File: src/rtl/core/fconv_pkg.sv
// Shared types, sizes and opcodes for the full linear convolution core.
`default_nettype none
package fconv_pkg;

    localparam int FIRST_MAX  = 32;
    localparam int SECOND_MAX = 32;
    localparam int DATA_WIDTH = 16;

    localparam int OPCODE_W = 2;
    localparam int VALUE_W  = 16;
    localparam int SUM_W    = 37;
    localparam int POS_W    = 6;

    localparam int FIRST_CW  = $clog2(FIRST_MAX + 1);
    localparam int SECOND_CW = $clog2(SECOND_MAX + 1);
    localparam int FIRST_AW  = (FIRST_MAX > 1) ? $clog2(FIRST_MAX) : 1;
    localparam int SECOND_AW = (SECOND_MAX > 1) ? $clog2(SECOND_MAX) : 1;
    localparam int PROD_W    = 2 * DATA_WIDTH;
    localparam int IDX_W     = POS_W + 2;
    localparam int RAW_W     = (VALUE_W > DATA_WIDTH) ? VALUE_W : DATA_WIDTH;

    localparam logic [OPCODE_W-1:0] OP_LOAD_FIRST  = 2'd0;
    localparam logic [OPCODE_W-1:0] OP_LOAD_SECOND = 2'd1;
    localparam logic [OPCODE_W-1:0] OP_RUN         = 2'd2;

    typedef struct packed {
        logic [OPCODE_W-1:0]      opcode;
        logic signed [VALUE_W-1:0] value;
    } t_item;

    typedef struct packed {
        logic signed [SUM_W-1:0] sum;
        logic [POS_W-1:0]        position;
        logic                    last;
        logic                    overflow;
    } t_result;

    // controller -> datapath
    typedef struct packed {
        logic                 load_first;
        logic                 load_second;
        logic                 run;
        logic                 issue;
        logic                 term_ok;
        logic [FIRST_AW-1:0]  lhs_addr;
        logic [SECOND_AW-1:0] rhs_addr;
        logic                 emit;
        logic [POS_W-1:0]     position;
        logic                 last;
    } t_cmd;

    // datapath -> controller
    typedef struct packed {
        logic [FIRST_CW-1:0]  first_count;
        logic [SECOND_CW-1:0] second_count;
    } t_stat;

    // Low DATA_WIDTH bits of the load word, sign taken from bit DATA_WIDTH-1.
    function automatic logic [DATA_WIDTH-1:0] widen(input logic [VALUE_W-1:0] value);
        logic [RAW_W-1:0] raw;
        raw = '0;
        raw[VALUE_W-1:0] = value;
        return raw[DATA_WIDTH-1:0];
    endfunction

endpackage
`default_nettype wire

File: src/rtl/core/fconv_ram.sv
// Generic single-write, single-read RAM with registered read data.
`default_nettype none
module fconv_ram #(
    parameter int WIDTH = 16,
    parameter int DEPTH = 32
) (
    input  wire logic                                   i_clk,
    input  wire logic                                   i_we,
    input  wire logic [((DEPTH > 1) ? $clog2(DEPTH) : 1)-1:0] i_waddr,
    input  wire logic [WIDTH-1:0]                       i_wdata,
    input  wire logic [((DEPTH > 1) ? $clog2(DEPTH) : 1)-1:0] i_raddr,
    output logic      [WIDTH-1:0]                       o_rdata
);

    logic [WIDTH-1:0] r_mem [DEPTH];

    always_ff @(posedge i_clk) begin
        if (i_we) begin
            r_mem[i_waddr] <= i_wdata;
        end
        o_rdata <= r_mem[i_raddr];
    end

endmodule
`default_nettype wire

File: src/rtl/core/fconv_ctrl.sv
// Sequencer: decodes commands and steps the sample and tap loops of a run.
`default_nettype none
module fconv_ctrl import fconv_pkg::*; (
    input  wire logic                i_clk,
    input  wire logic                i_rst_n,
    input  wire logic                i_start,
    input  wire logic [OPCODE_W-1:0] i_opcode,
    input  wire t_stat               i_stat,
    output logic                     o_busy,
    output t_cmd                     o_cmd
);

    localparam logic [1:0] ST_IDLE = 2'd0;
    localparam logic [1:0] ST_MAC  = 2'd1;
    localparam logic [1:0] ST_WAIT = 2'd2;
    localparam logic [1:0] ST_EMIT = 2'd3;

    logic [1:0]           r_state, n_state;
    logic [FIRST_CW-1:0]  r_len_l, n_len_l;
    logic [SECOND_CW-1:0] r_len_r, n_len_r;
    logic [POS_W-1:0]     r_k, n_k;
    logic [POS_W-1:0]     r_last_k, n_last_k;
    logic [SECOND_CW-1:0] r_i, n_i;
    logic                 r_wait, n_wait;

    logic                 accept;
    logic [IDX_W-1:0]     total;
    logic [IDX_W-1:0]     idx;
    logic                 tap_last;
    logic                 k_last;

    assign o_busy = (r_state != ST_IDLE);
    assign accept = i_start && !o_busy;

    assign total = IDX_W'(i_stat.first_count) + IDX_W'(i_stat.second_count);
    // lhs index of the current tap; negative when the tap hangs off the front
    assign idx = IDX_W'(r_k) + IDX_W'(r_i) + IDX_W'(1) - IDX_W'(r_len_r);
    assign tap_last = (r_i + SECOND_CW'(1)) == r_len_r;
    assign k_last = (r_k == r_last_k);

    always_comb begin
        o_cmd             = '0;
        o_cmd.load_first  = accept && (i_opcode == OP_LOAD_FIRST);
        o_cmd.load_second = accept && (i_opcode == OP_LOAD_SECOND);
        o_cmd.run         = accept && (i_opcode == OP_RUN);
        o_cmd.issue       = (r_state == ST_MAC);
        o_cmd.term_ok     = !idx[IDX_W-1] && (idx < IDX_W'(r_len_l));
        o_cmd.lhs_addr    = idx[FIRST_AW-1:0];
        o_cmd.rhs_addr    = r_i[SECOND_AW-1:0];
        o_cmd.emit        = (r_state == ST_EMIT);
        o_cmd.position    = r_k;
        o_cmd.last        = k_last;
    end

    always_comb begin
        n_state  = r_state;
        n_len_l  = r_len_l;
        n_len_r  = r_len_r;
        n_k      = r_k;
        n_last_k = r_last_k;
        n_i      = r_i;
        n_wait   = r_wait;
        case (r_state)
            ST_IDLE: begin
                if (o_cmd.run) begin
                    n_len_l  = i_stat.first_count;
                    n_len_r  = i_stat.second_count;
                    n_k      = '0;
                    n_i      = '0;
                    n_last_k = POS_W'(total - IDX_W'(2));
                    if (total >= IDX_W'(2)) begin
                        n_state = (i_stat.second_count == '0) ? ST_EMIT : ST_MAC;
                    end
                end
            end
            ST_MAC: begin
                n_i = r_i + SECOND_CW'(1);
                if (tap_last) begin
                    n_state = ST_WAIT;
                    n_wait  = 1'b0;
                end
            end
            ST_WAIT: begin
                // wait for the read and multiply stages to drain
                n_wait = 1'b1;
                if (r_wait) begin
                    n_state = ST_EMIT;
                end
            end
            ST_EMIT: begin
                n_k = r_k + POS_W'(1);
                n_i = '0;
                if (k_last) begin
                    n_state = ST_IDLE;
                end else begin
                    n_state = (r_len_r == '0) ? ST_EMIT : ST_MAC;
                end
            end
            default: begin
                n_state = ST_IDLE;
            end
        endcase
    end

    always_ff @(posedge i_clk) begin
        if (!i_rst_n) begin
            r_state  <= ST_IDLE;
            r_len_l  <= '0;
            r_len_r  <= '0;
            r_k      <= '0;
            r_last_k <= '0;
            r_i      <= '0;
            r_wait   <= 1'b0;
        end else begin
            r_state  <= n_state;
            r_len_l  <= n_len_l;
            r_len_r  <= n_len_r;
            r_k      <= n_k;
            r_last_k <= n_last_k;
            r_i      <= n_i;
            r_wait   <= n_wait;
        end
    end

endmodule
`default_nettype wire

File: src/rtl/core/fconv_dp.sv
// Datapath: element stores, fill counts, overflow flag and the shared MAC.
`default_nettype none
module fconv_dp import fconv_pkg::*; (
    input  wire logic               i_clk,
    input  wire logic               i_rst_n,
    input  wire logic [VALUE_W-1:0] i_value,
    input  wire t_cmd               i_cmd,
    output t_stat                   o_stat,
    output logic                    o_strobe,
    output t_result                 o_result
);

    logic [FIRST_CW-1:0]   r_first_cnt, n_first_cnt;
    logic [SECOND_CW-1:0]  r_second_cnt, n_second_cnt;
    logic                  r_ovf, n_ovf;
    logic                  r_ovf_snap, n_ovf_snap;
    logic                  r_v1, r_v2;
    logic signed [PROD_W-1:0] r_prod;
    logic signed [SUM_W-1:0]  r_acc;
    logic                  r_strobe;
    t_result               r_result;

    logic                  first_we, second_we;
    logic [DATA_WIDTH-1:0] elem;
    logic [DATA_WIDTH-1:0] lhs_q, rhs_q;

    assign elem      = widen(i_value);
    assign first_we  = i_cmd.load_first && (r_first_cnt < FIRST_CW'(FIRST_MAX));
    assign second_we = i_cmd.load_second && (r_second_cnt < SECOND_CW'(SECOND_MAX));

    fconv_ram #(.WIDTH(DATA_WIDTH), .DEPTH(FIRST_MAX)) u_first_ram (
        .i_clk   (i_clk),
        .i_we    (first_we),
        .i_waddr (r_first_cnt[FIRST_AW-1:0]),
        .i_wdata (elem),
        .i_raddr (i_cmd.lhs_addr),
        .o_rdata (lhs_q)
    );

    fconv_ram #(.WIDTH(DATA_WIDTH), .DEPTH(SECOND_MAX)) u_second_ram (
        .i_clk   (i_clk),
        .i_we    (second_we),
        .i_waddr (r_second_cnt[SECOND_AW-1:0]),
        .i_wdata (elem),
        .i_raddr (i_cmd.rhs_addr),
        .o_rdata (rhs_q)
    );

    always_comb begin
        n_first_cnt  = r_first_cnt;
        n_second_cnt = r_second_cnt;
        n_ovf        = r_ovf;
        n_ovf_snap   = r_ovf_snap;
        if (first_we) begin
            n_first_cnt = r_first_cnt + FIRST_CW'(1);
        end
        if (second_we) begin
            n_second_cnt = r_second_cnt + SECOND_CW'(1);
        end
        if ((i_cmd.load_first && !first_we) || (i_cmd.load_second && !second_we)) begin
            n_ovf = 1'b1;
        end
        if (i_cmd.run) begin
            n_first_cnt  = '0;
            n_second_cnt = '0;
            n_ovf        = 1'b0;
            n_ovf_snap   = r_ovf;
        end
    end

    assign o_stat.first_count  = r_first_cnt;
    assign o_stat.second_count = r_second_cnt;

    always_ff @(posedge i_clk) begin
        if (!i_rst_n) begin
            r_first_cnt  <= '0;
            r_second_cnt <= '0;
            r_ovf        <= 1'b0;
            r_ovf_snap   <= 1'b0;
            r_v1         <= 1'b0;
            r_v2         <= 1'b0;
            r_strobe     <= 1'b0;
            r_acc        <= '0;
        end else begin
            r_first_cnt  <= n_first_cnt;
            r_second_cnt <= n_second_cnt;
            r_ovf        <= n_ovf;
            r_ovf_snap   <= n_ovf_snap;
            // read, multiply, accumulate; taps outside lhs carry no valid
            r_v1         <= i_cmd.issue && i_cmd.term_ok;
            r_v2         <= r_v1;
            r_strobe     <= i_cmd.emit;
            if (i_cmd.run || i_cmd.emit) begin
                r_acc <= '0;
            end else if (r_v2) begin
                r_acc <= r_acc + SUM_W'(r_prod);
            end
        end
    end

    always_ff @(posedge i_clk) begin
        r_prod <= $signed(lhs_q) * $signed(rhs_q);
        if (i_cmd.emit) begin
            r_result.sum      <= r_acc;
            r_result.position <= i_cmd.position;
            r_result.last     <= i_cmd.last;
            r_result.overflow <= r_ovf_snap;
        end
    end

    assign o_strobe = r_strobe;
    assign o_result = r_result;

endmodule
`default_nettype wire

File: src/rtl/core/full_linear_convolution_core.sv
// Top level of the full linear convolution core.
`default_nettype none
// Loads (opcode 0 first vector, 1 second vector) are taken whenever busy is low;
// a load into a full vector is dropped and sets the overflow flag. A run
// (opcode 2) emits first_len+second_len-1 words on o_result, each marked by a
// one-cycle o_strobe that cannot be held off, and clears both lengths and the
// flag. Each sample runs second_len taps through one multiply-accumulate
// unit, fed by the two element RAMs at one read each per cycle, then waits
// for the read and multiply stages to drain before its word is emitted (with
// an empty second vector each sample goes straight to emit). Busy stays high
// from the run word until the last word is emitted; the last word is on
// o_result in the first cycle with busy low.
module full_linear_convolution_core import fconv_pkg::*; (
    input  wire logic  i_clk,
    input  wire logic  i_rst_n,
    input  wire logic  start,
    input  wire t_item i_item,
    output logic       busy,
    output logic       o_strobe,
    output t_result    o_result
);

    t_cmd  cmd;
    t_stat stat;

    fconv_ctrl u_ctrl (
        .i_clk    (i_clk),
        .i_rst_n  (i_rst_n),
        .i_start  (start),
        .i_opcode (i_item.opcode),
        .i_stat   (stat),
        .o_busy   (busy),
        .o_cmd    (cmd)
    );

    fconv_dp u_dp (
        .i_clk    (i_clk),
        .i_rst_n  (i_rst_n),
        .i_value  (i_item.value),
        .i_cmd    (cmd),
        .o_stat   (stat),
        .o_strobe (o_strobe),
        .o_result (o_result)
    );

`ifndef SYNTHESIS
    a_word_from_run: assert property (@(posedge i_clk) disable iff (!i_rst_n)
        o_strobe |-> $past(busy))
        else $error("result word without a run in progress");

    a_last_ends_run: assert property (@(posedge i_clk) disable iff (!i_rst_n)
        (o_strobe && o_result.last) |-> !busy)
        else $error("still busy after the final word");

    a_more_to_come: assert property (@(posedge i_clk) disable iff (!i_rst_n)
        (o_strobe && !o_result.last) |-> busy)
        else $error("run ended before its final word");
`endif

endmodule
`default_nettype wire

File: config.mk
export PLATFORM = sky130hd
export DESIGN_NAME = full_linear_convolution_core
export DESIGN_NICKNAME = d
export VERILOG_FILES = /design/src/rtl/core/fconv_pkg.sv /design/src/rtl/core/fconv_ram.sv /design/src/rtl/core/fconv_ctrl.sv /design/src/rtl/core/fconv_dp.sv /design/src/rtl/core/full_linear_convolution_core.sv
export SDC_FILE = /design/constraint.sdc
export NUM_CORES = 2
export LEC_CHECK = 0
export ABC_AREA = 1
export BUFFER_PORTS_ARGS = -buffer_cell sky130_fd_sc_hd__buf_2
export CORE_ASPECT_RATIO = 1.5
export CORE_MARGIN = 2
export CORE_UTILIZATION = 45
export DETAILED_ROUTE_END_ITERATION = 10
export SYNTH_ARGS = -nofsm -noshare
export SYNTH_HDL_FRONTEND = slang
export SYNTH_HIERARCHICAL = 1
export SYNTH_SLANG_ARGS = --single-unit
File: constraint.sdc
create_clock -name i_clk -period 12.5 [get_ports i_clk]
set_clock_uncertainty 0.1 [all_clocks]
set_input_delay 1.875 -clock i_clk [delete_from_list [all_inputs] [get_ports i_clk]]
set_output_delay 1.875 -clock i_clk [all_outputs]
set_load 0.03 [all_outputs]
# ---- Word level (Yosys, flattened, before mapping)
# Memories as Yosys holds them, arrays and structs flattened. A register that Yosys moved wholly into a read port is not among the register bits.
# Index checks and enable logic that the tools add are counted.
dict set report totals {
  regBits 164
  mem_bits_rw 1024
  inputBits 21
  out_inout_bits 47
  wordCells 97
  mem_count 2
}
dict set report op_classes {
  addsub 10
  n_mul 1
  magnitude_cmp 4
  eq_ne 11
  muxes 17
  bitwise 1
  n_reduce_logical 31
}
# name depth width read_ports rd_ports_with_merged_regs write_ports line_no
set memory_table {}
lappend memory_table {u_dp.u_first_ram.r_mem 32 16 1 1 1 fconv_ram.sv:15} ;# logic [WIDTH-1:0] r_mem [DEPTH];
lappend memory_table {u_dp.u_second_ram.r_mem 32 16 1 1 1 fconv_ram.sv:15}
# operator count
set op_table {}
lappend op_table {{adder 37 x 32 -> 37 bit} 1}
lappend op_table {{multiplier 16 x 16 -> 32 bit} 1}
lappend op_table {{adder 6 x 1 -> 6 bit (second input constant)} 4}
lappend op_table {{case mux 6 bit (3 select lines)} 1}
lappend op_table {{adder 6 x 6 -> 7 bit} 2}
lappend op_table {{2-to-1 mux 2 bit} 7}
lappend op_table {{== test 6 bit} 2}
lappend op_table {{zero test 6 bit} 2}
lappend op_table {{less-than comparator 6 bit (second input constant)} 2}
lappend op_table {{case mux 6 bit (2 select lines)} 1}
lappend op_table {{logical AND 1 bit} 10}
lappend op_table {{adder 8 x 1 -> 8 bit (second input constant)} 1}
lappend op_table {{less-than comparator 8 x 6 -> 1 bit} 1}
lappend op_table {{case mux 2 bit (4 select lines)} 1}
lappend op_table {{AND reduction 2 bit} 4}
lappend op_table {{subtractor 8 x 6 -> 8 bit} 1}
lappend op_table {{greater-or-equal comparator 7 x 2 -> 1 bit (second input constant)} 1}
lappend op_table {{== test 2 bit (second input constant)} 3}
lappend op_table {{2-to-1 mux 6 bit} 1}
lappend op_table {{!= test 2 x 1 -> 1 bit (second input constant)} 3}
lappend op_table {{nonzero test 2 bit} 3}
lappend op_table {{subtractor 6 x 2 -> 6 bit (second input constant)} 1}
lappend op_table {{2-to-1 mux 1 bit} 5}
lappend op_table {{== test 2 x 1 -> 1 bit (second input constant)} 2}
lappend op_table {{other kinds (9)} 15}

# ---- Depth between registers and ports, before layout
dict set report depth {
  depth_word 8
  depth_mapped 28
  ltp_nobuf 26
}

# ---- Modules after synthesis
# The synthesis kept the hierarchy.
# module instances cells_each area_each_um2 seq_area_each_um2
set modules_own_cells {}
lappend modules_own_cells {fconv_ram 2 1794 21301.7 15695.1}
lappend modules_own_cells {fconv_dp 1 2219 17122.7 3072.9}
lappend modules_own_cells {fconv_ctrl 1 364 2504.9 660.6}

# ---- Worst setup path after synthesis
# Ideal clock, no wire load.
dict set report synth_timing {
  kind {register to register}
  from {reg u_dp.u_second_ram.o_rdata[6], read port of u_dp.u_second_ram.r_mem}
  to {reg u_dp.r_prod[31]}
  setup_ns 0.072
  t_arrival_ns 5.665
  t_required_ns 12.328
  setup_slack_ns 6.664
  path_stages_with_launch 23
  n_path_buf 2
  synth_period_minus_slack_ns 5.836
  cell_sequence {dfxtp_1 clkbuf_1 clkbuf_1 nand2_1 fa_1 inv_1 fa_1 inv_1 fa_1 fa_1 fa_1 fa_1 inv_1 ha_1 nand2_1 inv_1 nand2_1 nor3_1 nand4_1 nand3_1 nand3_1 nand2_1 xor2_1}
}
dict set report synth_via {
  elab_chain_len 1
}
# item line_no
set synth_lines {}
lappend synth_lines {{from (decl)} fconv_ram.sv:12} ;# output logic [WIDTH-1:0] o_rdata
lappend synth_lines {{multiplier 16 x 16 -> 32 bit} fconv_dp.sv:102} ;# r_prod <= $signed(lhs_q) * $signed(rhs_q);
lappend synth_lines {{to (signal assigned)} fconv_dp.sv:102}
lappend synth_lines {{to (decl)} fconv_dp.sv:18} ;# logic signed [PROD_W-1:0] r_prod;
# No other way between the ends.
# A chain may end at the register's enable or synchronous reset.

# ---- Worst setup path after layout
dict set report layout_timing {
  from {reg u_dp.u_second_ram.o_rdata[1], read port of u_dp.u_second_ram.r_mem}
  to {reg u_dp.r_prod[31]}
}
# Same word-level chain as after synthesis.

==> results.yml <==
clock_network:
  h-tree-depth: 3
  clockBufferDepth: 3
  holdBufCountCts: 0
  cts_resized: 0
  cts_setup_buffers: 0
  cts_num_sinks: 1220
  cts_tree: "yes"
  clkTransAtPathRegs_ns: 0.06
  clock-root-buffer: "clkbuf_16"
  clkLatencyLatePin_ns: 0.78
  cts_made_buffers: 117
sta:
  finalCriticalPeriod_ns: 6.48
  fmax_ghz: 0.154
  fin_crit_sh_pct: 51.9
  relSlewSlack_pct: 21.9
  maxSlewViolCount: 0
  rsz0062_at_grt: "no"
  timing.setup.tns_ns: 0
  hold_violations: 0
  setup_viol: 0
  tightestPinTransition_ns: 1.17
setup_path:
  crit_top_cell: "fa_1"
  timing.critical_path.from: "u_dp/u_second_ram/o_rdata[1]$_DFF_P_"
  path_depth: 20
  start_kind: "register"
  worstPathRequired_ns: 13.08
  reg2reg_from: "u_dp/u_second_ram/o_rdata[1]$_DFF_P_"
  rrSetupSlack_ns: 6.02
  endpoint_kind: "register"
  cp_cell_sequence: "nand2_1, inv_1, fa_1, fa_1, inv_1, fa_1, fa_1, fa_1, fa_1, inv_1, ha_1, nand2_1, inv_1, nand2_1, nor3_1, nand4_1, nand3_1, nand3_1, nand2_1, xor2_1"
  crit_arrival_ns: 7.07
  cp_num_buf_inv: 4
  slowest_stage: "fa_1"
  cp_max_fo: 16
  r2r_end: "u_dp/r_prod[31]$_DFF_P_"
  critical_path_class: "register to register"
  slowest_delay_ns: 0.88
  rr_worst_depth: 20
  crit_family: "adder cells"
  crit_end: "u_dp/r_prod[31]$_DFF_P_"
yosys:
  synth_cell_types: 52
  syn-cell-area_um2: 62200
  synth-seq-area-share_pct: 56.4
  yosys_register_bits: 1220
  yosysWarnings: 6
  async_flop_share_pct: 0
  synth_nets: 6604
  postSynthAreaPerCell_um2: 10.1
  synth-main-ff-cell: "edfxtp_1"
  synth_edf_count: 1069
  netlist_instances: 6171
floorplan:
  die-area_um2: 141000
  fp.dieW_um: 308
  io_pins: 68
  start_util_pct: 45.2
  core_area_um2: 138000
  rows: 167
  die_h_um: 459
routing:
  drt_pass1_iterations: 7
  drtIter0Drc: 3061
  routed_wl_mm: 168
  postRouteAntennaNets: 0
  via_per_inst: 5.28
  num_vias: 42500
  wl_per_cell_um: 20.9
  drc_errors: 0
placed_design:
  io_buffers: 67
  place_area_um2: 63800
  place.gp.congestion: 0.936
  dp_hpwl_mm: 108
layout:
  drive_gt1_share_pct: 6.60
  fin_nets: 6601
  final_area_um2: 67800
  area_delta_synth_final_pct: 8.91
global_route:
  grt_start_max_net_pins: 185
  grt_pass1_wl_mm: 254
  gr-total-overflow: 0
  grt_use_total_pct: 23.9
  grt_pass1_vias: 42500
  antenna_found_initial: 5
run_status:
  status: "finished, final reports clean"
flow_run:
  maxCapViolCount: 0
min_path:
  holdCritPathClass: "register to register"
-- how the worst min path moves through the flow --
stage / startpoint / end / slack [ns] / cells after the start
finish: u_dp/r_acc[5]$_SDFFE_PP0P_ / u_dp/o_result[13]$_DFFE_PP_ / 0.35 / 0
global route: u_dp/r_ovf$_SDFFE_PP0P_ / u_dp/r_ovf_snap$_SDFFE_PN0P_ / 0.37 / 2
detailed placement: u_dp/r_ovf$_SDFFE_PP0P_ / u_dp/r_ovf_snap$_SDFFE_PN0P_ / 0.34 / 2
CTS: u_dp/r_ovf$_SDFFE_PP0P_ / u_dp/r_ovf_snap$_SDFFE_PN0P_ / 0.36 / 2
global placement: u_ctrl/r_len_l[0]$_SDFFE_PN0P_ / u_ctrl/r_len_l[0]$_SDFFE_PN0P_ / 0.33 / 2
floorplan: u_dp/r_v1$_SDFF_PN0_ / u_dp/r_v2$_SDFF_PN0_ / 0.29 / 2
-- flip-flops by register name, indices dropped and copies added, names as in the netlist --
| register | cells |
|---|---|
| u_ctrl/r_i | 6 |
| u_ctrl/r_k | 6 |
| u_ctrl/r_last_k | 6 |
| u_ctrl/r_len_l | 6 |
| u_ctrl/r_len_r | 6 |
| u_ctrl/r_state | 2 |
| u_ctrl/r_wait | 1 |
| u_dp/o_result | 45 |
| u_dp/o_strobe | 1 |
| u_dp/r_acc | 37 |
| u_dp/r_first_cnt | 6 |
| u_dp/r_ovf | 1 |
| u_dp/r_ovf_snap | 1 |
| u_dp/r_prod | 32 |
| u_dp/r_second_cnt | 6 |
| u_dp/r_v1 | 1 |
| u_dp/r_v2 | 1 |
| u_dp/u_first_ram/o_rdata | 16 |
| u_dp/u_first_ram/r_mem | 512 |
| u_dp/u_second_ram/o_rdata | 16 |
| u_dp/u_second_ram/r_mem | 512 |
-- per-stage QoR --
step | hold slack [ns] | utilization (%) | cells | setup slack, ns
2_1_floorplan | 0.290 | - | 6171 | 6.66
3_3_place_gp | 0.334 | 46.4 | 7823 | 6.06
3_5_place_dp | 0.342 | 46.4 | 7823 | 6.04
4_1_cts | 0.357 | 49.2 | 8042 | 5.96
5_1_grt | 0.366 | 49.2 | 8043 | 5.61
6_report | 0.352 | 49.2 | 8047 | 6.02
-- synth_stat cells, drive strengths merged (7+ instances only) --
cell type  number  area (um2)
o21bai         15         120
nand2        2031        7660
xor2           44         385
edfxtp       1069       32100
nand3         884        4440
o21ai          86         449
dfxtp         151        3020
clkbuf        107         403
inv           686        2580
buf           192        1480
or2             7        43.8
a21oi         120         623
nor2          264        1020
ha            142        1780
xnor2          18         158
nand4          21         131
nor3           26         145
fa            270        5410
a21o            8        60.1
-- final cells by class --
type | count | area [um2]
clock inverter | 82 | 896
timing repair buffer | 177 | 1200
fill | 12400 | 69900
clock buffer | 137 | 3030
antenna | 5 | 12.5
sequential | 1220 | 35100
multi-input combinational | 3965 | 22700
inverter | 687 | 2600
tap | 1774 | 2220
-- kinds of logic (layout without fill, tap and decap cells) --
| group | count (synthesis) | after routing | synth area share [%] |
|---|---|---|---|
| AOI/OAI and AO/OA | 251 | 251 | 2.28 |
| xor gates and xnor gates | 62 | 62 | 0.873 |
| and+or+nand+nor | 3240 | 3240 | 21.7 |
| buffers and inverters | 986 | 1083 | 7.18 |
| adders and majority gates | 412 | 412 | 11.5 |
| DFF | 1220 | 1220 | 56.4 |
| other | 0 | 5 | 0 |
-- layout by cell type, fill, tap and decap left out, types with 23 or more instances in the layout --
cell type,count
clkbuf_16,117
buf_2,67
nor2_1,255
edfxtp_1,1069
a21oi_1,114
o21ai_0,71
buf_4,107
fa_1,269
dfxtp_1,147
ha_1,142
clkinv_1,32
xor2_1,42
nor3_1,23
nand2_1,2018
nand3_1,880
inv_1,675
-- metal layers --
metal | vias up | wire [um] | GRT usage, %
met1 | 20800 | 62500 | 27.0
met2 | 1146 | 89100 | 43.9
met5 | - | 0 | 0
met3 | 348 | 7250 | 2.52
li1 | 20200 | - | -
met4 | 0 | 9480 | 13.1
Power is not shown: default switching activity piles up to over one toggle a cycle in this logic, so the estimate is an artifact.
